<file path="config.mk">
export PLATFORM = sky130hd
export DESIGN_NAME = ddtil_interp
export DESIGN_NICKNAME = d
export VERILOG_FILES = /design/src/hw/rtl/ddtil_pkg.sv /design/src/hw/rtl/ddtil_div.sv /design/src/hw/rtl/ddtil_interp.sv
export SDC_FILE = /design/constraint.sdc
export NUM_CORES = 2
export LEC_CHECK = 0
export BUFFER_PORTS_ARGS = -buffer_cell sky130_fd_sc_hd__clkbuf_2
export CORE_ASPECT_RATIO = 0.75
export CORE_MARGIN = 5
export CORE_UTILIZATION = 55
export CTS_CLUSTER_DIAMETER = 100
export DETAILED_ROUTE_END_ITERATION = 6
export GPL_TIMING_DRIVEN = 0
export HOLD_SLACK_MARGIN = 0.02
export PLACE_DENSITY = 0.72
export SYNTH_ARGS = -nofsm -noshare
export SYNTH_HDL_FRONTEND = slang
export SYNTH_SLANG_ARGS = --single-unit
</file>
<file path="constraint.sdc">
create_clock -name clk -period 22.5 [get_ports clk]
set_clock_uncertainty 0.1 [all_clocks]
set_input_delay 4.5 -clock clk [delete_from_list [all_inputs] [get_ports clk]]
set_output_delay 4.5 -clock clk [all_outputs]
set_load 0.005 [all_outputs]
</file>
<file path="src/hw/rtl/ddtil_pkg.sv">
`default_nettype none
package ddtil_pkg;
	localparam int TABLE_ENTRIES_DEF = 4096;

	localparam int DEPTH_W = 26;
	localparam int DOSE_W  = 18;
	localparam int CUM_W   = 28;
	localparam int QUERY_W = 27;
	localparam int X_W     = 29;
	localparam int OUT_W   = 29;
	localparam int COUNT_W = 13;
	localparam int CFG_W   = 26;

	localparam int NUM_W = 55;
	localparam int DEN_W = 27;
	localparam int QUO_W = 28;

	localparam logic [1:0] REQ_WRITE    = 2'd0;
	localparam logic [1:0] REQ_POINT    = 2'd1;
	localparam logic [1:0] REQ_INTERVAL = 2'd2;

	localparam logic REG_ENTRY_COUNT = 1'b0;
	localparam logic REG_MAX_DEPTH   = 1'b1;

	typedef struct packed {
		logic [DEPTH_W-1:0] depth;
		logic [DOSE_W-1:0]  dose;
		logic [CUM_W-1:0]   cum;
	} ddtil_entry_t;

	typedef struct packed {
		logic                  start;
		logic                  sel_cum;
		logic signed [X_W-1:0] x;
	} ddtil_ireq_t;

	typedef struct packed {
		logic                    done;
		logic signed [OUT_W-1:0] value;
	} ddtil_ires_t;
endpackage
`default_nettype wire

</file>
<file path="src/hw/rtl/ddtil_div.sv">
`default_nettype none
module ddtil_div import ddtil_pkg::*; (
	input  wire logic             clk,
	input  wire logic             arst_n,
	input  wire logic             start,
	input  wire logic [NUM_W-1:0] numer,
	input  wire logic [DEN_W-1:0] den,
	output logic                  done,
	output logic      [QUO_W-1:0] quo
);
	localparam int CNT_W = $clog2(QUO_W + 1);

	logic [DEN_W-1:0] rem_q;
	logic [DEN_W-1:0] den_q;
	logic [QUO_W-1:0] bits_q;
	logic [CNT_W-1:0] cnt_q;
	logic             busy_q;
	logic [DEN_W:0]   trial;
	logic             fits;

	assign trial = {rem_q, bits_q[QUO_W-1]};
	assign fits  = trial >= {1'b0, den_q};

	always_ff @(posedge clk or negedge arst_n) begin
		if (!arst_n) begin
			busy_q <= 1'b0;
			done   <= 1'b0;
			cnt_q  <= '0;
		end else begin
			done <= 1'b0;
			if (start) begin
				busy_q <= 1'b1;
				cnt_q  <= CNT_W'(QUO_W);
			end else if (busy_q) begin
				cnt_q <= cnt_q - 1'b1;
				if (cnt_q == CNT_W'(1)) begin
					busy_q <= 1'b0;
					done   <= 1'b1;
				end
			end
		end
	end

	always_ff @(posedge clk) begin
		if (start) begin
			rem_q  <= numer[NUM_W-1:QUO_W];
			bits_q <= numer[QUO_W-1:0];
			den_q  <= den;
		end else if (busy_q) begin
			rem_q  <= fits ? DEN_W'(trial - {1'b0, den_q}) : trial[DEN_W-1:0];
			bits_q <= {bits_q[QUO_W-2:0], 1'b0};
			quo    <= {quo[QUO_W-2:0], fits};
		end
	end
endmodule
`default_nettype wire

</file>
<file path="src/hw/rtl/ddtil_interp.sv">
`default_nettype none
module ddtil_interp import ddtil_pkg::*; #(
	parameter int TABLE_ENTRIES = TABLE_ENTRIES_DEF
) (
	input  wire logic                                clk,
	input  wire logic                                arst_n,
	input  wire ddtil_ireq_t                         ireq,
	input  wire logic [$clog2(TABLE_ENTRIES+1)-1:0]  n,
	input  wire ddtil_entry_t                        rd_data,
	output logic      [$clog2(TABLE_ENTRIES)-1:0]    rd_addr,
	output ddtil_ires_t                              ires
);
	localparam int AW = $clog2(TABLE_ENTRIES);
	localparam int CW = $clog2(TABLE_ENTRIES + 1);

	typedef enum logic [3:0] {
		I_IDLE, I_CHK, I_CMP, I_LAST, I_RD0, I_RD1, I_MUL, I_DVS, I_DIV
	} istate_t;

	istate_t                 state_q;
	logic signed [X_W-1:0]   x_q;
	logic                    sel_q;
	logic [CW-1:0]           lo_q, hi_q, mid_q;
	logic [CW-1:0]           mid;
	logic [DEPTH_W-1:0]      d0_q;
	logic [CUM_W-1:0]        y0_q;
	logic [DEN_W-1:0]        a_q, den_q;
	logic [QUO_W-1:0]        mag_q;
	logic                    neg_q;
	logic [NUM_W-1:0]        prod_q;
	logic [CUM_W-1:0]        y_rd;
	logic signed [X_W-1:0]   d_rd2;
	logic signed [X_W-1:0]   dy;
	logic signed [X_W-1:0]   a_full;
	logic                    div_done;
	logic [QUO_W-1:0]        quo;
	logic signed [X_W-1:0]   qs;

	assign mid    = CW'(({1'b0, lo_q} + {1'b0, hi_q}) >> 1);
	assign y_rd   = sel_q ? rd_data.cum : CUM_W'(rd_data.dose);
	assign d_rd2  = $signed({2'b00, rd_data.depth, 1'b0});
	assign dy     = $signed({1'b0, y_rd}) - $signed({1'b0, y0_q});
	assign a_full = x_q - $signed({2'b00, d0_q, 1'b0});
	assign qs     = $signed({1'b0, quo});

	always_comb begin
		rd_addr = '0;
		case (state_q)
			I_CHK: begin
				if (lo_q < hi_q) begin
					rd_addr = AW'(mid);
				end else if (lo_q == n) begin
					rd_addr = AW'(n - 1'b1);
				end else begin
					rd_addr = AW'(lo_q - 1'b1);
				end
			end
			I_RD0: rd_addr = AW'(lo_q);
			default: rd_addr = '0;
		endcase
	end

	ddtil_div u_div (
		.clk   (clk),
		.arst_n(arst_n),
		.start (state_q == I_DVS),
		.numer (prod_q),
		.den   (den_q),
		.done  (div_done),
		.quo   (quo)
	);

	always_ff @(posedge clk or negedge arst_n) begin
		if (!arst_n) begin
			state_q    <= I_IDLE;
			ires.done  <= 1'b0;
			ires.value <= '0;
		end else begin
			ires.done <= 1'b0;
			case (state_q)
				I_IDLE: begin
					if (ireq.start) begin
						lo_q    <= '0;
						hi_q    <= n;
						x_q     <= ireq.x;
						sel_q   <= ireq.sel_cum;
						state_q <= I_CHK;
					end
				end
				I_CHK: begin
					if (lo_q < hi_q) begin
						mid_q   <= mid;
						state_q <= I_CMP;
					end else if (lo_q == '0) begin
						ires.done  <= 1'b1;
						ires.value <= '0;
						state_q    <= I_IDLE;
					end else if (lo_q == n) begin
						state_q <= I_LAST;
					end else begin
						state_q <= I_RD0;
					end
				end
				I_CMP: begin
					if (d_rd2 <= x_q) begin
						lo_q <= mid_q + 1'b1;
					end else begin
						hi_q <= mid_q;
					end
					state_q <= I_CHK;
				end
				I_LAST: begin
					ires.done  <= 1'b1;
					ires.value <= $signed({1'b0, y_rd});
					state_q    <= I_IDLE;
				end
				I_RD0: begin
					d0_q    <= rd_data.depth;
					y0_q    <= y_rd;
					state_q <= I_RD1;
				end
				I_RD1: begin
					a_q     <= a_full[DEN_W-1:0];
					den_q   <= {DEPTH_W'(rd_data.depth - d0_q), 1'b0};
					neg_q   <= dy[X_W-1];
					mag_q   <= dy[X_W-1] ? QUO_W'(-dy) : QUO_W'(dy);
					state_q <= I_MUL;
				end
				I_MUL: begin
					prod_q  <= NUM_W'(a_q) * NUM_W'(mag_q);
					state_q <= I_DVS;
				end
				I_DVS: state_q <= I_DIV;
				I_DIV: begin
					if (div_done) begin
						ires.done  <= 1'b1;
						ires.value <= $signed({1'b0, y0_q}) + (neg_q ? -qs : qs);
						state_q    <= I_IDLE;
					end
				end
				default: state_q <= I_IDLE;
			endcase
		end
	end
endmodule
`default_nettype wire

</file>
# --- Word level (Yosys, flattened, before mapping) ---
# Index checks and enable logic that the tools add are counted.
op_classes:
  add_sub_neg: 12
  n_mul: 1
  order_cmp: 3
  eq_ne: 16
  muxes: 35
  n_bitwise: 1
  n_reduce_logical: 15
op_table:
  columns: ["cell", "n"]
  rows:
  - ["two-way mux 28 bit", 4]
  - ["two-way mux 30 bit", 3]
  - ["case mux 30 bit (3 select lines)", 1]
  - ["two-way mux 27 bit", 3]
  - ["multiplier 27 x 28 -> 55 bit", 1]
  - ["subtractor 27 bit", 2]
  - ["two-way mux 13 bit", 4]
  - ["case mux 13 bit (2 select lines)", 2]
  - ["case mux 4 bit (8 select lines)", 1]
  - ["adder 29 bit", 1]
  - ["less-or-equal comparator 28 x 29 -> 1 bit", 1]
  - ["two-way mux 29 bit", 1]
  - ["negation 28 -> 29 bit", 1]
  - ["subtractor 28 x 28 -> 29 bit", 1]
  - ["greater-or-equal comparator 28 x 27 -> 1 bit", 1]
  - ["negation 28 bit", 1]
  - ["subtractor 26 bit", 1]
  - ["two-way mux 12 bit", 2]
  - ["case mux 12 bit (2 select lines)", 1]
  - ["subtractor 12 x 1 -> 12 bit, second input constant", 2]
  - ["== test 4 x 3 -> 1 bit, second input constant", 4]
  - ["adder 13 x 13 -> 14 bit", 1]
  - ["adder 13 x 1 -> 13 bit, second input constant", 1]
  - ["== test 13 bit", 1]
  - ["other kinds (20)", 42]
totals:
  register_bits: 410
  input_bits: 118
  wordCells: 105

# --- Depth between registers and ports, before layout ---
logic_depth:
  depth_word: 5
  depth_mapped: 28

# --- Modules after synthesis ---
# From an unflattened synthesis, not the netlist that was laid out.
unflattened:
  cells_unflattened: 5033
  area_unflattened_um2: 48900.6
modules_own_cells:
  columns: ["mod", "n_inst", "cells_each", "area_per_inst_um2", "seq_area_each_um2"]
  rows:
  - ["ddtil_interp", 1, 4510, 42684.7, 8658.3]
  - ["ddtil_div", 1, 523, 6216.0, 3478.3]

# --- Worst setup path after synthesis ---
# OpenSTA, ideal clock, no wires.
synth_path:
  kind: "input to register"
  start: "in arst_n"
  end: "reg prod_q[0] (enable)"
  arrival_time_ns: 8.300
  t_required_ns: 21.864
  setup_slack_ns: 13.565
  cell_stages: 2
  n_path_buf: 0
  cell_sequence: "nand2_1 -> nor3_1"
synth_between:
  elab_chain_len: 1
synth_rtl:
  columns: ["element", "line", "source"]
  rows:
  - ["from (decl)", "ddtil_interp.sv:6", "input wire logic arst_n,"]
  - ["AND reduction 2 bit (no source line)", null, null]
  - ["to (signal assigned)", "ddtil_interp.sv:130", "prod_q <= NUM_W'(a_q) * NUM_W'(mag_q);"]
  - ["to (decl)", "ddtil_interp.sv:30", "logic [NUM_W-1:0] prod_q;"]
# No other way between the ends.
# A chain may end at the register's enable or synchronous reset.

# --- Worst setup path after layout ---
layout_path:
  start: "reg a_q[3]"
  end: "reg prod_q[52], data pin"
layout_between:
  elab_chain_len: 1
layout_rtl:
  columns: ["element", "line", "source"]
  rows:
  - ["from (decl)", "ddtil_interp.sv:27", "logic [DEN_W-1:0] a_q, den_q;"]
  - ["from (signal assigned)", "ddtil_interp.sv:123", "a_q <= a_full[DEN_W-1:0];"]
  - ["multiplier 27 x 28 -> 55 bit", "ddtil_interp.sv:130", null]
# No other way between the ends.

==> metrics.cfg <==
[clocking]
clock_sinks = 410
htreeDepth = 2
post_cts_buffers = 0
clk_path_buf_depth = 3
cts-root-buf = clkbuf_16
cts_resized = 0
cts_tree = done
cts_made_buffers = 44
postCtsHoldBufs = 0
insertion_delay_ps = 620
clk_pin_slew_ps = 60

[sta]
setup_viol = 0
hold_viol_final = 0
fin_crit_ps = 10660
slew_headroom = 0.07157
rsz0062_at_grt = no
tns_ps = 0
drv_slew = 0
fin_crit_sh = 0.4736
fmax_mhz = 93.85
worstMarginPinSlew_ps = 1375

[worst_setup_path]
cp.arrival_ps = 10820
regToRegEndpoint = prod_q[52]
r2r_cells = 24
startpoint_type = flip-flop
slowest_stage = clkbuf_1
worstSetupPathType = flip-flop to flip-flop
path_common_cell = fa_1
r2r_slack_ps = 11840
slowest_delay_ps = 810
end_kind = flip-flop
crit_chain = clkbuf_1 -> clkbuf_1 -> nand2_1 -> fa_1 -> inv_1 -> fa_1 -> inv_1 -> fa_1 -> fa_1 -> inv_1 -> fa_1 -> fa_1 -> inv_1 -> fa_1 -> inv_1 -> ha_1 -> nand4_1 -> nor4_1 -> o311ai_0 -> nor2b_1 -> o211ai_1 -> a31oi_1 -> o41ai_1 -> xor2_1
crit_start = a_q[3]
r2r-start = a_q[3]
critical_path.endpoint = prod_q[52]
crit_path_max_fanout = 10
required_ps = 22660

[drt]
post_drt_wl_per_cell_um = 22.57
ant_nets = 0
drt_first_pass_iters = 6
routed_wl_mm = 146.2
via_per_inst = 5.829
drt_drc_violations_left = 0
drtIter0Drc = 3782
vias = 37755

[global_route]
grt_pass1_wl_mm = 223.8
grt-ovfl-total = 0
grt_max_degree = 69
antenna_found_initial = 9
use_met3 = 0.1131
busiest_layer = met2
grt_usage = 0.3089
grt_pass1_vias = 37605
grtUsageMet2 = 0.4497
use_met1 = 0.4403

[floorplan]
rows = 94
die_area_um2 = 94780
coreArea_um2 = 87860
ios = 160
start_util = 0.5551
fp.dieW_um = 353.8
die_h_um = 267.9

[synthesis]
synthCells = 5073
syn-cell-area_um2 = 48770
synth.distinct_cells = 93
synth_top_cell_area_share = 0.2689
synth_edf_count = 369
synth_nets = 6228
syn_area_per_cell_um2 = 9.613
ys.flop_type = edfxtp_1
ys_seq_area_frac = 0.2483
ys_warn_count = 0
ys_top_cells_by_area = fa_1 27%, edfxtp_1 23%, ha_1 9.8%
postSynthRegisterBits = 410
async_reset_ff_frac = 0.1000
yosys.area.top_type = fa_1

[layout]
fin_nets = 6442
final_common_cell = inv_1
drive_gt1_frac = 0.05974
mostFrequentLayoutCells = 938 x inv_1, 686 x nand2_1, 655 x fa_1
fill_cells = 7530
area_delta_synth_final_pct = 7.962

[placed_design]
hpwl_mm = 117.0
gp_congestion = 1.075
portBuffers = 159

[job]
maxCapViolations = 0

[run_status]
outcome = finished clean

[hold_path]
hold_class = flip-flop to flip-flop

==> worst max-delay path, delay by kind of cell (launching register included) <==
family          cells  cell delay [ps]
simple gates        4             1160
flops               1              320
xor+xnor            1              790
compound gates      4             1980
fa+ha+maj           8             4100
buf+inv             7             1800
==> cells by family (layout without fill, tap and decap cells) <==
logic type               count (synthesis)  in the layout  synth area share
AO/OA/AOI/OAI                          690            690           0.09375
XOR/XNOR                               248            248           0.04454
adder cells (fa/ha/maj)               1037           1037            0.3669
buffers and inverters                 1156           1406           0.08960
flip-flops                             410            410            0.2483
multiplexers                            56             56           0.01232
other                                    0              2                 0
AND/OR/NAND/NOR                       1476           1476            0.1446
==> state kept, by name, indices dropped and copies added, names as in the netlist, 26 cells and up <==
signal / cells
x_q: 29
a_q: 27
d0_q: 26
u_div.quo: 28
u_div.den_q: 26
y0_q: 28
u_div.bits_q: 28
den_q: 26
prod_q: 55
mag_q: 28
ires: 30
u_div.rem_q: 27
==> per-stage QoR <==
step / setup WS [ps] / hold WS (ps) / std cells / instance area [µm²] / utilization
3_5_place_dp: 12270 / 304.5 / 6392 / 51160 / 0.5823
6_report: 11840 / 319.5 / 6477 / 52650 / 0.5992
4_1_cts: 12200 / 320.5 / 6474 / 52620 / 0.5989
2_1_floorplan: 13560 / 300.3 / 5073 / 48770 / -
5_1_grt: 11590 / 329.2 / 6475 / 52640 / 0.5992
3_3_place_gp: 10510 / 301.5 / 6384 / 51000 / 0.5805
==> worst min-delay path by stage <==
stage	end	cells after the start	start
after detailed placement	u_div.den_q[13]	0	den_q[13]
after global routing	u_div.den_q[24]	0	den_q[24]
after CTS	u_div.den_q[15]	0	den_q[15]
after floorplan	u_div.den_q[10]	0	den_q[10]
final	u_div.den_q[9]	0	den_q[9]
after global placement	u_div.den_q[22]	0	den_q[22]
==> cell usage after synthesis, types with 77 or more instances <==
master and count:
ha_1 382, nor2_1 184, nand2_1 686, xnor2_1 171
inv_1 938, xor2_1 77, clkbuf_1 194, o21ai_0 131
fa_1 655, edfxtp_1 369, and2_1 306, a21oi_1 203
==> per-layer routing <==
metal | wire, µm | vias to the layer above
met5 | 13 | -
met4 | 4683 | 2
met3 | 19640 | 325
met2 | 59900 | 2034
met1 | 61950 | 18653
li1 | - | 16741
==> layout make-up <==
class                           instances  area (µm²)  area share
Antenna cell                            2       5.005  0.00009506
Buffer                                215       838.3     0.01592
Clock buffer                           56        1166     0.02215
Clock inverter                         26       290.3    0.005514
Inverter                              941        3532     0.06709
Multi-Input combinational cell       3507       32330      0.6141
Sequential cell                       410       12110      0.2300
Tap cell                             1152        1441     0.02738
Timing Repair Buffer                  168       935.9     0.01778
Power is not shown: default switching activity piles up to over one toggle a cycle in this logic, so the estimate is an artifact.
